**config.mk**
```make
export PLATFORM = sky130hd
export DESIGN_NAME = battery_gauge_smoother_flat
export DESIGN_NICKNAME = d
export VERILOG_FILES = /design/src/hw/rtl/bgs_pkg.sv /design/src/hw/rtl/bgs_if.sv /design/src/hw/rtl/bgs_div.sv /design/src/hw/rtl/battery_gauge_smoother.sv /design/src/flat_wrapper.sv
export SDC_FILE = /design/constraint.sdc
export NUM_CORES = 1
export LEC_CHECK = 0
export BUFFER_PORTS_ARGS = -buffer_cell sky130_fd_sc_hd__buf_2
export CORE_ASPECT_RATIO = 0.7
export CORE_MARGIN = 8
export CORE_UTILIZATION = 60
export CTS_CLUSTER_DIAMETER = 30
export CTS_CLUSTER_SIZE = 25
export DETAILED_ROUTE_END_ITERATION = 6
export GPL_ROUTABILITY_DRIVEN = 0
export PLACE_DENSITY = 0.82
export RECOVER_POWER = 50
export SYNTH_ARGS = -nofsm -noshare
export SYNTH_HDL_FRONTEND = slang
export SYNTH_SLANG_ARGS = --single-unit
```
**constraint.sdc**
```tcl
create_clock -name clk -period 8.91 [get_ports clk]
set_input_delay 1.3365 -clock clk [delete_from_list [all_inputs] [get_ports clk]]
set_output_delay 1.3365 -clock clk [all_outputs]
set_load 0.02 [all_outputs]
```
**src/hw/rtl/bgs_pkg.sv**
```systemverilog
`timescale 1ns / 1ps
package bgs_pkg;

    localparam int MV_W      = 14;
    localparam int PCT_W     = 7;
    localparam int DIGIT_W   = 4;
    localparam int CNT_W     = 8;
    localparam int CFG_IDX_W = 2;
    localparam int TENTHS_W  = 7;
    localparam int NUM_W     = 21;
    localparam int QBITS     = PCT_W + 1;
    localparam int STEP_W    = 3;

    localparam logic [MV_W-1:0]    EMPTY_MV_RST = 14'd3100;
    localparam logic [MV_W-1:0]    FULL_MV_RST  = 14'd4000;
    localparam logic [CNT_W-1:0]   SETTLE_RST   = 8'd5;

    localparam logic [PCT_W-1:0]    PCT_UNKNOWN = 7'd101;
    localparam logic [PCT_W-1:0]    PCT_FULL    = 7'd100;
    localparam logic [PCT_W-1:0]    PCT_STEP    = 7'd5;
    localparam logic [TENTHS_W-1:0] TENTHS_MAX  = 7'd99;
    localparam logic [DIGIT_W-1:0]  DIGIT_MAX   = 4'd9;

    // 5243 / 2^19 approximates 1/100 closely enough for a 14-bit voltage.
    localparam int                 TENTH_RECIP_W = 13;
    localparam logic [12:0]        TENTH_RECIP   = 13'd5243;
    localparam int                 TENTH_SHIFT   = 19;
    localparam int                 TENTH_PROD_W  = MV_W + TENTH_RECIP_W;

    typedef enum logic [CFG_IDX_W-1:0] {
        CFG_EMPTY_MV     = 2'd0,
        CFG_FULL_MV      = 2'd1,
        CFG_SETTLE_COUNT = 2'd2
    } bgs_cfg_idx_t;

    typedef enum logic [2:0] {
        ST_IDLE,
        ST_PREP,
        ST_DIV,
        ST_UPDATE,
        ST_FINISH
    } bgs_state_t;

    typedef struct packed {
        logic             start;
        logic [NUM_W-1:0] num;
        logic [MV_W-1:0]  span;
    } bgs_div_cmd_t;

    typedef struct packed {
        logic             done;
        logic [PCT_W-1:0] quot;
        logic             over;
    } bgs_div_rsp_t;

    // Rounds a percent down to a multiple of five; 205 / 2^10 stands in for 1/5.
    function automatic logic [PCT_W-1:0] round5(input logic [PCT_W-1:0] p);
        logic [PCT_W+7:0] prod;
        logic [PCT_W-1:0] q;
        prod = {8'd0, p} * 15'd205;
        q = PCT_W'(prod >> 10);
        return PCT_W'({q, 2'b00} + {2'b00, q});
    endfunction

endpackage

```
**src/hw/rtl/bgs_if.sv**
```systemverilog
`timescale 1ns / 1ps
interface bgs_sample_if;
    import bgs_pkg::*;

    logic            valid;
    logic            ready;
    logic            measured;
    logic [MV_W-1:0] voltage_mv;
    logic            on_battery;

    modport source (output valid, output measured, output voltage_mv, output on_battery,
                    input ready);
    modport sink (input valid, input measured, input voltage_mv, input on_battery,
                  output ready);
endinterface

interface bgs_result_if;
    import bgs_pkg::*;

    logic               valid;
    logic               ready;
    logic [PCT_W-1:0]   shown_percent;
    logic [PCT_W-1:0]   raw_percent;
    logic [DIGIT_W-1:0] volts_units;
    logic [DIGIT_W-1:0] volts_tenths;
    logic               settling;

    modport source (output valid, output shown_percent, output raw_percent,
                    output volts_units, output volts_tenths, output settling,
                    input ready);
    modport sink (input valid, input shown_percent, input raw_percent,
                  input volts_units, input volts_tenths, input settling,
                  output ready);
endinterface

```
**src/hw/rtl/bgs_div.sv**
```systemverilog
`timescale 1ns / 1ps
module bgs_div
(
    input  logic                  clk,
    input  logic                  rst_n,
    input  bgs_pkg::bgs_div_cmd_t cmd,
    output bgs_pkg::bgs_div_rsp_t rsp
);
    import bgs_pkg::*;

    logic [NUM_W-1:0]  rem_reg, rem_next;
    logic [MV_W-1:0]   span_reg, span_next;
    logic [QBITS-1:0]  quot_reg, quot_next;
    logic [STEP_W-1:0] step_reg, step_next;
    logic              busy_reg, busy_next;
    logic              done_reg, done_next;
    logic [NUM_W:0]    trial;
    logic              fits;

    // One restoring step per cycle. The top quotient bit only flags that the
    // quotient is 128 or more, which the caller clamps anyway.
    always_comb
    begin
        trial     = (NUM_W+1)'(span_reg) << step_reg;
        fits      = ({1'b0, rem_reg} >= trial);
        rem_next  = rem_reg;
        span_next = span_reg;
        quot_next = quot_reg;
        step_next = step_reg;
        busy_next = busy_reg;
        done_next = 1'b0;
        if (cmd.start)
        begin
            rem_next  = cmd.num;
            span_next = cmd.span;
            quot_next = '0;
            step_next = STEP_W'(QBITS - 1);
            busy_next = 1'b1;
        end
        else if (busy_reg)
        begin
            if (fits)
            begin
                rem_next           = NUM_W'({1'b0, rem_reg} - trial);
                quot_next[step_reg] = 1'b1;
            end
            if (step_reg == '0)
            begin
                busy_next = 1'b0;
                done_next = 1'b1;
            end
            else
            begin
                step_next = step_reg - STEP_W'(1);
            end
        end
    end

    always_ff @(posedge clk or negedge rst_n)
    begin
        if (!rst_n)
        begin
            busy_reg <= 1'b0;
            done_reg <= 1'b0;
        end
        else
        begin
            busy_reg <= busy_next;
            done_reg <= done_next;
        end
    end

    always_ff @(posedge clk)
    begin
        rem_reg  <= rem_next;
        span_reg <= span_next;
        quot_reg <= quot_next;
        step_reg <= step_next;
    end

    assign rsp.done = done_reg;
    assign rsp.quot = quot_reg[PCT_W-1:0];
    assign rsp.over = quot_reg[QBITS-1];

endmodule

```
**src/hw/rtl/battery_gauge_smoother.sv**
```systemverilog
// Battery gauge smoother.
// Requests come in on the sample channel: a measured flag, the battery voltage
// in millivolts and the on-battery flag. Each request gives exactly one result
// on the result channel: the held percent (101 while unknown), the raw percent,
// the volt and tenths digits and the settling flag.
// The configuration port writes empty_mv (index 0), full_mv (index 1) and
// settle_count (index 2) whenever cfg_we is high; write only while idle.
// One request is worked on at a time. The raw percent comes from a separate
// compare/subtract unit that gives one quotient bit per cycle.
// A request with a measurement in range passes through that unit; a clamped
// one skips it, and one without measurement goes straight to the result.
// sample.ready returns the cycle the result is loaded, so a new request is
// taken only after the last one is through.
// The result sits in an output register: a stalled receiver does not block
// the next request, but a finished request waits for the register to free.
// Reset sets the registers to 3100 mV, 4000 mV and 5, the held percent to
// unknown and clears the settle state; no result is pending after reset.
`timescale 1ns / 1ps
module battery_gauge_smoother
(
    input  logic                            clk,
    input  logic                            rst_n,
    bgs_sample_if.sink                      sample,
    bgs_result_if.source                    result,
    input  logic                            cfg_we,
    input  logic [bgs_pkg::CFG_IDX_W-1:0]   cfg_index,
    input  logic [bgs_pkg::MV_W-1:0]        cfg_data
);
    import bgs_pkg::*;

    bgs_state_t state_reg, state_next;

    logic [MV_W-1:0]     empty_reg;
    logic [MV_W-1:0]     full_reg;
    logic [CNT_W-1:0]    settle_cnt_reg;

    logic                meas_reg, meas_next;
    logic [MV_W-1:0]     mv_reg, mv_next;
    logic                batt_reg, batt_next;

    logic [PCT_W-1:0]    held_reg, held_next;
    logic [PCT_W-1:0]    raw_reg, raw_next;
    logic [TENTHS_W-1:0] tenths_reg, tenths_next;
    logic                settle_act_reg, settle_act_next;
    logic [CNT_W-1:0]    settle_left_reg, settle_left_next;
    logic [PCT_W-1:0]    peak_reg, peak_next;
    logic                was_batt_reg, was_batt_next;

    logic                out_valid_reg, out_valid_next;
    logic [PCT_W-1:0]    out_shown_reg, out_shown_next;
    logic [PCT_W-1:0]    out_raw_reg, out_raw_next;
    logic [DIGIT_W-1:0]  out_units_reg, out_units_next;
    logic [DIGIT_W-1:0]  out_tnth_reg, out_tnth_next;
    logic                out_settle_reg, out_settle_next;

    bgs_div_cmd_t        div_cmd;
    bgs_div_rsp_t        div_rsp;

    logic [TENTH_PROD_W-1:0] tenth_prod;
    logic [TENTHS_W:0]       tenth_raw;
    logic [MV_W-1:0]         diff_mv;
    logic [MV_W-1:0]         span_mv;
    logic [NUM_W-1:0]        num_calc;
    logic [CNT_W-1:0]        left_dec;
    logic [PCT_W-1:0]        peak_max;
    logic [PCT_W-1:0]        held_base;
    logic [TENTHS_W+7:0]     unit_prod;
    logic [DIGIT_W-1:0]      unit_digit;
    logic [DIGIT_W-1:0]      tenth_digit;
    logic                    out_free;

    bgs_div u_div
    (
        .clk   (clk),
        .rst_n (rst_n),
        .cmd   (div_cmd),
        .rsp   (div_rsp)
    );

    always_ff @(posedge clk or negedge rst_n)
    begin
        if (!rst_n)
        begin
            empty_reg      <= EMPTY_MV_RST;
            full_reg       <= FULL_MV_RST;
            settle_cnt_reg <= SETTLE_RST;
        end
        else if (cfg_we)
        begin
            case (bgs_cfg_idx_t'(cfg_index))
                CFG_EMPTY_MV:     empty_reg      <= cfg_data;
                CFG_FULL_MV:      full_reg       <= cfg_data;
                CFG_SETTLE_COUNT: settle_cnt_reg <= cfg_data[CNT_W-1:0];
                default:          ;
            endcase
        end
    end

    always_ff @(posedge clk or negedge rst_n)
    begin
        if (!rst_n)
        begin
            state_reg <= ST_IDLE;
        end
        else
        begin
            state_reg <= state_next;
        end
    end

    always_comb
    begin
        tenth_prod  = MV_W'(mv_reg) * TENTH_PROD_W'(TENTH_RECIP);
        tenth_raw   = tenth_prod[TENTH_PROD_W-1:TENTH_SHIFT];
        diff_mv     = mv_reg - empty_reg;
        span_mv     = full_reg - empty_reg;
        num_calc    = (NUM_W'(diff_mv) << 6) + (NUM_W'(diff_mv) << 5)
                    + (NUM_W'(diff_mv) << 2);
        left_dec    = settle_left_reg - CNT_W'(1);
        peak_max    = (peak_reg < raw_reg) ? raw_reg : peak_reg;
        held_base   = (held_reg == PCT_UNKNOWN) ? round5(raw_reg) : held_reg;
        // 205 / 2^11 stands in for 1/10 on values up to 99.
        unit_prod   = {8'd0, tenths_reg} * 15'd205;
        unit_digit  = unit_prod[TENTHS_W+7:11];
        tenth_digit = DIGIT_W'(tenths_reg - TENTHS_W'({unit_digit, 3'b000})
                               - TENTHS_W'({unit_digit, 1'b0}));
        out_free    = !out_valid_reg || result.ready;

        state_next       = state_reg;
        meas_next        = meas_reg;
        mv_next          = mv_reg;
        batt_next        = batt_reg;
        held_next        = held_reg;
        raw_next         = raw_reg;
        tenths_next      = tenths_reg;
        settle_act_next  = settle_act_reg;
        settle_left_next = settle_left_reg;
        peak_next        = peak_reg;
        was_batt_next    = was_batt_reg;
        out_valid_next   = out_valid_reg && !result.ready;
        out_shown_next   = out_shown_reg;
        out_raw_next     = out_raw_reg;
        out_units_next   = out_units_reg;
        out_tnth_next    = out_tnth_reg;
        out_settle_next  = out_settle_reg;
        div_cmd          = '0;
        sample.ready     = (state_reg == ST_IDLE);

        case (state_reg)
            ST_IDLE:
            begin
                if (sample.valid)
                begin
                    meas_next  = sample.measured;
                    mv_next    = sample.voltage_mv;
                    batt_next  = sample.on_battery;
                    state_next = ST_PREP;
                end
            end
            ST_PREP:
            begin
                if (!meas_reg)
                begin
                    state_next = ST_FINISH;
                end
                else
                begin
                    tenths_next = (tenth_raw > {1'b0, TENTHS_MAX}) ? TENTHS_MAX
                                                                   : tenth_raw[TENTHS_W-1:0];
                    if (full_reg <= empty_reg)
                    begin
                        raw_next   = (mv_reg > empty_reg) ? PCT_FULL : '0;
                        state_next = ST_UPDATE;
                    end
                    else if (mv_reg <= empty_reg)
                    begin
                        raw_next   = '0;
                        state_next = ST_UPDATE;
                    end
                    else
                    begin
                        div_cmd.start = 1'b1;
                        div_cmd.num   = num_calc;
                        div_cmd.span  = span_mv;
                        state_next    = ST_DIV;
                    end
                end
            end
            ST_DIV:
            begin
                if (div_rsp.done)
                begin
                    raw_next   = (div_rsp.over || div_rsp.quot > PCT_FULL) ? PCT_FULL
                                                                          : div_rsp.quot;
                    state_next = ST_UPDATE;
                end
            end
            ST_UPDATE:
            begin
                if (settle_act_reg)
                begin
                    settle_left_next = left_dec;
                    peak_next        = peak_max;
                    if (left_dec == '0)
                    begin
                        settle_act_next = 1'b0;
                        held_next       = round5(peak_max);
                    end
                end
                else if (batt_reg)
                begin
                    held_next = (held_base > raw_reg && held_base > PCT_STEP)
                              ? held_base - PCT_STEP : held_base;
                end
                else
                begin
                    held_next = round5(raw_reg);
                end
                state_next = ST_FINISH;
            end
            ST_FINISH:
            begin
                if (out_free)
                begin
                    // Unplug detection runs after the measurement, on every request.
                    if (batt_reg && !was_batt_reg)
                    begin
                        settle_act_next  = 1'b1;
                        settle_left_next = settle_cnt_reg;
                        peak_next        = '0;
                    end
                    was_batt_next   = batt_reg;
                    out_valid_next  = 1'b1;
                    out_shown_next  = held_reg;
                    out_raw_next    = raw_reg;
                    out_units_next  = unit_digit;
                    out_tnth_next   = tenth_digit;
                    out_settle_next = settle_act_reg || (batt_reg && !was_batt_reg);
                    state_next      = ST_IDLE;
                end
            end
            default:
            begin
                state_next = ST_IDLE;
            end
        endcase
    end

    always_ff @(posedge clk or negedge rst_n)
    begin
        if (!rst_n)
        begin
            held_reg        <= PCT_UNKNOWN;
            raw_reg         <= '0;
            tenths_reg      <= '0;
            settle_act_reg  <= 1'b0;
            settle_left_reg <= '0;
            peak_reg        <= '0;
            was_batt_reg    <= 1'b0;
            out_valid_reg   <= 1'b0;
        end
        else
        begin
            held_reg        <= held_next;
            raw_reg         <= raw_next;
            tenths_reg      <= tenths_next;
            settle_act_reg  <= settle_act_next;
            settle_left_reg <= settle_left_next;
            peak_reg        <= peak_next;
            was_batt_reg    <= was_batt_next;
            out_valid_reg   <= out_valid_next;
        end
    end

    always_ff @(posedge clk)
    begin
        meas_reg       <= meas_next;
        mv_reg         <= mv_next;
        batt_reg       <= batt_next;
        out_shown_reg  <= out_shown_next;
        out_raw_reg    <= out_raw_next;
        out_units_reg  <= out_units_next;
        out_tnth_reg   <= out_tnth_next;
        out_settle_reg <= out_settle_next;
    end

    assign result.valid         = out_valid_reg;
    assign result.shown_percent = out_shown_reg;
    assign result.raw_percent   = out_raw_reg;
    assign result.volts_units   = out_units_reg;
    assign result.volts_tenths  = out_tnth_reg;
    assign result.settling      = out_settle_reg;

endmodule

```
**src/flat_wrapper.sv**
```systemverilog
// flat-port wrapper written by rule: the top's interface ports become plain ports
module battery_gauge_smoother_flat import bgs_pkg::*;
  (clk, rst_n, cfg_we, cfg_index, cfg_data, sample_valid, sample_measured, sample_voltage_mv, sample_on_battery, sample_ready, result_valid, result_shown_percent, result_raw_percent, result_volts_units, result_volts_tenths, result_settling, result_ready);
  bgs_sample_if sample_i ();
  bgs_result_if result_i ();
  input  logic clk;
  input  logic rst_n;
  input  logic cfg_we;
  input  logic [bgs_pkg::CFG_IDX_W-1:0] cfg_index;
  input  logic [bgs_pkg::MV_W-1:0] cfg_data;
  input wire logic [$bits(sample_i.valid)-1:0] sample_valid;
  input wire logic [$bits(sample_i.measured)-1:0] sample_measured;
  input wire logic [$bits(sample_i.voltage_mv)-1:0] sample_voltage_mv;
  input wire logic [$bits(sample_i.on_battery)-1:0] sample_on_battery;
  output wire logic [$bits(sample_i.ready)-1:0] sample_ready;
  output wire logic [$bits(result_i.valid)-1:0] result_valid;
  output wire logic [$bits(result_i.shown_percent)-1:0] result_shown_percent;
  output wire logic [$bits(result_i.raw_percent)-1:0] result_raw_percent;
  output wire logic [$bits(result_i.volts_units)-1:0] result_volts_units;
  output wire logic [$bits(result_i.volts_tenths)-1:0] result_volts_tenths;
  output wire logic [$bits(result_i.settling)-1:0] result_settling;
  input wire logic [$bits(result_i.ready)-1:0] result_ready;
  assign sample_i.valid = sample_valid;
  assign sample_i.measured = sample_measured;
  assign sample_i.voltage_mv = sample_voltage_mv;
  assign sample_i.on_battery = sample_on_battery;
  assign sample_ready = sample_i.ready;
  assign result_valid = result_i.valid;
  assign result_shown_percent = result_i.shown_percent;
  assign result_raw_percent = result_i.raw_percent;
  assign result_volts_units = result_i.volts_units;
  assign result_volts_tenths = result_i.volts_tenths;
  assign result_settling = result_i.settling;
  assign result_i.ready = result_ready;
  battery_gauge_smoother u_core (.clk(clk), .rst_n(rst_n), .sample(sample_i), .result(result_i), .cfg_we(cfg_we), .cfg_index(cfg_index), .cfg_data(cfg_data));
endmodule
```
==> Word level (Yosys, flattened, before mapping) <==
Cells that the tools add are included.
{ "word_totals": {"word_cells": 157, "out_inout_bits": 25, "in_bits": 37, "ff_bits": 165} }
{ "op_classes": {"muxes": 51, "eq_ne": 15, "n_reduce_logical": 33, "magnitude_cmp": 11, "mul": 4, "n_shift": 1, "addsub": 12, "bitwise": 4} }
{ "op_table": {"columns": ["op", "n"], "rows": [
  ["two-way mux 36 bit", 4],
  ["two-way mux 7 bit", 16],
  ["two-way mux 21 bit", 3],
  ["multiplier 7 x 8 -> 15 bit, second input constant", 3],
  ["less-or-equal comparator 14 bit", 2],
  ["case mux 7 bit (2 select lines)", 2],
  ["subtractor 14 bit", 2],
  ["multiplier 14 x 13 -> 27 bit, second input constant", 1],
  ["two-way mux 8 bit", 3],
  [">= comparator 21 x 22 -> 1 bit", 1],
  ["left shift 14 x 3 -> 22 bit", 1],
  ["adder 20 x 19 -> 21 bit", 1],
  ["adder 21 x 16 -> 21 bit", 1],
  ["subtractor 21 bit", 1],
  ["AND reduction 2 bit", 10],
  ["case mux 8 bit (2 select lines)", 1],
  ["two-way mux 3 bit", 5],
  ["case mux 3 bit (5 select lines)", 1],
  ["adder 7 x 5 -> 7 bit", 2],
  ["> comparator 14 bit", 1],
  ["two-way mux 1 bit", 14],
  ["> comparator 8 x 7 -> 1 bit, second input constant", 1],
  ["logical NOT 8 bit", 1],
  ["inequality test 2 x 1 -> 1 bit, second input constant", 4],
  ["other kinds (31)", 50]
]} }

==> Depth between registers and ports, before layout <==
{ "logic_depth": {"word_depth": 9, "ltp_mapped": 32, "mapped_depth_nobuf": 31} }

==> Hierarchy <==
Synthesis repeated with hierarchy kept, for this count alone.
{ "unflattened": {"hier_cells": 1827, "area_unflattened_um2": 17546.8} }
{ "modules_own_cells": {"columns": ["module", "n_inst", "area_per_inst_um2", "seq_area_each_um2", "cells_each"], "rows": [
  ["battery_gauge_smoother", 1, 13898.3, 3144.3, 1444],
  ["bgs_div", 1, 3648.5, 1321.3, 383]
]} }

==> Worst setup path before layout <==
No wires, ideal clock.
{ "synth_path": {"kind": "reg2reg", "startpoint": "reg u_core.raw_reg[4]", "endpoint": "reg u_core.held_reg[5]", "path_buffers": 0, "arrival_ns": 6.254, "t_required_ns": 8.835, "setup_time_ns": 0.075, "synth_period_minus_slack_ns": 6.329, "setup_slack_ns": 2.581, "path_stages_with_launch": 30, "cell_sequence": "dfrtp_1 ha_1 ha_1 fa_1 inv_1 fa_1 inv_1 ha_1 or3_4 o21ai_2 o211ai_2 a311o_1 and2_4 xor2_1 ha_1 a41oi_1 xnor2_1 a21oi_4 inv_1 ha_1 a21oi_1 nor2b_1 o21ai_0 o21ai_0 o22a_1 nand2_1 nor2b_1 a21bo_2 a311oi_1 a2bb2oi_1"} }
{ "synth_via": {"elab_chain_cells": 8, "elab_cells_between_ends": 15, "classes_between": "add/sub: 3; mul: 2; order compare: 3; mux: 6; reduce/logical: 1"} }
{ "synth_lines": {"columns": ["element", "line_no", "text"], "rows": [
  ["start: declaration", "battery_gauge_smoother.sv:42", "logic [PCT_W-1:0] raw_reg, raw_next;"],
  ["start signal: assignment", "battery_gauge_smoother.sv:265", "raw_reg <= raw_next;"],
  ["multiplier 7 x 8 -> 15 bit", "bgs_pkg.sv:60", "prod = {8'd0, p} * 15'd205;"],
  ["adder 7 x 5 -> 7 bit", "bgs_pkg.sv:62", "return PCT_W'({q, 2'b00} + {2'b00, q});"],
  ["two-way mux 7 bit", "battery_gauge_smoother.sv:121", "held_base = (held_reg == PCT_UNKNOWN) ? round5(raw_reg) : held_reg;"],
  ["> comparator 7 bit / > comparator 7 x 3 -> 1 bit (equally long branches)", "battery_gauge_smoother.sv:212", "held_next = (held_base > raw_reg && held_base > PCT_STEP)"],
  ["logical AND 1 bit", "battery_gauge_smoother.sv:212", null],
  ["two-way mux 7 bit", "battery_gauge_smoother.sv:213", "? held_base - PCT_STEP : held_base;"],
  ["two-way mux 7 bit", "battery_gauge_smoother.sv:210", "else if (batt_reg)"],
  ["two-way mux 7 bit *", "battery_gauge_smoother.sv:200", "if (settle_act_reg)"],
  ["end signal: assignment", "battery_gauge_smoother.sv:264", "held_reg <= held_next;"],
  ["end: declaration", "battery_gauge_smoother.sv:41", "logic [PCT_W-1:0] held_reg, held_next;"]
]} }
Every way passes the cells marked *; elsewhere a longest branch is shown, timed or not. The select of a mux whose other input is x is not followed.
A chain may end at the register's enable or synchronous reset.

==> Worst setup path after layout <==
Ends and elaborated chain as after synthesis.

==> metrics.txt <==
H-tree depth=4; Non-Filler Instances=2165; die height=157.1 um; later-pin clock latency in the skew report=460 ps; Worst setup EP type=flop; Syn Nets=2161; gr ovfl total=0; # fillers=2105; RSZ-0062 raised after global routing=no; Distinct cells, synth=90; grt peak-use layer=met2; CP required=9280 ps; YS warnings=0; row count=51; most frequent cells in the layout=292 x ha_1, 270 x inv_1, 102 x fa_1; FF-to-FF path depth=27; Main synth FF type=edfxtp_1; antenna-violating nets left=0; average cell area after synthesis=9.867 sq um; Post-Synthesis Cells=1730; Area growth syn-to-layout=7.506%; layout cells sized above 1=0.1009; number of flip-flops in the largest register=21; WS Path Type=flop to flop; largest net degree at the start of global routing=66; Yosys top cell area share=0.2140; Slew Viols, Final=66; Hold Violations, Final=0; CP Launch Type=flop; CTS Hold Bufs=0; Final Util=0.6581; WP data arrival=7440 ps; # placed instances=2133; DIE WIDTH=217.6 um; run status=finished, violations left; CP peak stage delay=510 ps; TNS Setup=0 ps; initial antenna violation count=0; Core Region=27890 sq um; final period demand of the worst path=7073 ps; Initial Utilization=0.6122; worst hold stages=2; I/O Pins=62; DR vias/cell=6.027; Async SR Flop Fraction=0.4848; Worst Skew=13.87 ps; met3 Use GR=0.05081; DR DRC count=0; top post-synthesis cells by area=ha_1 21%, edfxtp_1 13%, fa_1 12%, dfrtp_1 9.2%, inv_1 5.9%; post-placement worst setup slack=1967 ps; Routed wire per std cell=18.46 um; Worst path most repeated cell=ha_1; full die area=34190 sq um; EDFF count, synth=74; Seq/Total Area, Yosys=0.2616; Total GRT Usage=0.2379; clock sinks=165; Least-Margin Pin Slew=3511 ps; cts bufs inserted=17; antenna cells=0; CTS tree=yes; aggregate routed wire length=39.97 mm; Fmax achieved=0.1414 GHz; DP Wirelength=32.29 mm; commonest non-fill, non-tap cell in the layout=ha_1; vias=13050; Tcrit/Tclk final=0.7938; max_cap viols=1; area leader, netlist=ha_1; CP max stage cell=fa_1; failing checks=max-capacitance violations, max-slew violations; DRT Pass-1 Iters=6; Post-Syn Area=17070 sq um; worst relative slew slack=-1.341; post-cts gate resize count=0; CP max FO=8; clock input transition at the sequential cells of the worst setup and hold paths=70 ps; Post-CTS Setup Inserts=0; vias in the first global route=13030; final setup margin=1837 ps; met1 GRT Util=0.3375; CTS root buf=clkbuf_16; M2 GR Usage=0.3559; 1st-iter DRT viols=1167; #FFs+latches synth=165; global-route wire length before repair=65.86 mm; worst min path class=flop to flop; PortBufs=61; Final #Nets=2212; Final setup viols=0; CTS Buffer Depth=2
## Yosys cell counts (all sizes together), types with 25 or more instances
library cell	count
xor2	27
nor3	37
xnor2	50
nand2	88
ha	292
o21ai	87
a21o	27
nor2	82
dfrtp	63
nand3	25
clkbuf	28
edfxtp	74
fa	102
inv	272
a21oi	92
mux2	34
mux2i	32
## final cells by class
| type | instances | area, sq um | share of cell area |
|---|---|---|---|
| inverter | 272 | 1021 | 0.05563 |
| clock inverter | 12 | 137.6 | 0.007500 |
| timing repair buffer | 66 | 326.6 | 0.01779 |
| clock buffer | 20 | 489.2 | 0.02666 |
| sequential | 165 | 4466 | 0.2433 |
| multi-input combinational | 1259 | 11450 | 0.6238 |
| tap | 371 | 464.2 | 0.02529 |
## logic make-up (layout without fill, tap and decap cells)
group,count (synthesis),count (layout),synth area share
fa+ha+maj,394,394,0.3337
simple gates,361,361,0.1074
compound gates,355,355,0.1410
buf+inv,306,370,0.06780
flops,165,165,0.2616
xor+xnor,78,78,0.04083
mux,71,71,0.04779
## stage by stage
stage	hold slack, ps	area, sq um
after floorplan	438.9	17070
after detailed placement	474.5	17750
after global placement	468.8	17750
after CTS	481.2	18380
after global routing	504.9	18350
final	482.8	18350
## critical path: cells and delay by family (launching register included)
kind,cells,cell delay (ps)
buffers and inverters,2,90
xor gates and xnor gates,1,140
AOI/OAI and AO/OA,11,2600
adders and majority gates,7,2450
DFF,1,480
and+or+nand+nor,6,1230
## final timing paths
path | slack [ps] | from | to
hold reg to reg | 480 | u_core.u_div.quot_reg[0]$_SDFFE_PP0P_ | u_core.raw_reg[0]$_DFFE_PN0P_
setup / recovery | 1840 | u_core.raw_reg[4]$_DFFE_PN0P_ | u_core.held_reg[5]$_DFFE_PN1P_
min in group asynchronous | 1040 | rst_n | u_core.raw_reg[2]$_DFFE_PN0P_
hold / removal | 480 | u_core.u_div.quot_reg[0]$_SDFFE_PP0P_ | u_core.raw_reg[0]$_DFFE_PN0P_
setup reg to reg | 1840 | u_core.raw_reg[4]$_DFFE_PN0P_ | u_core.held_reg[5]$_DFFE_PN1P_
max in group asynchronous | 4010 | rst_n | u_core.empty_reg[9]$_DFFE_PN0P_
## routing by layer
| metal | routed length (um) | vias up |
|---|---|---|
| met4 | 831 | 0 |
| met2 | 17220 | 479 |
| met1 | 18900 | 6299 |
| li1 | - | 6208 |
| met3 | 3016 | 62 |
| met5 | 0 | - |
Power is left out: the tool's default activity adds up to more than one toggle a clock period on the data nets, which glitch-free logic cannot reach.
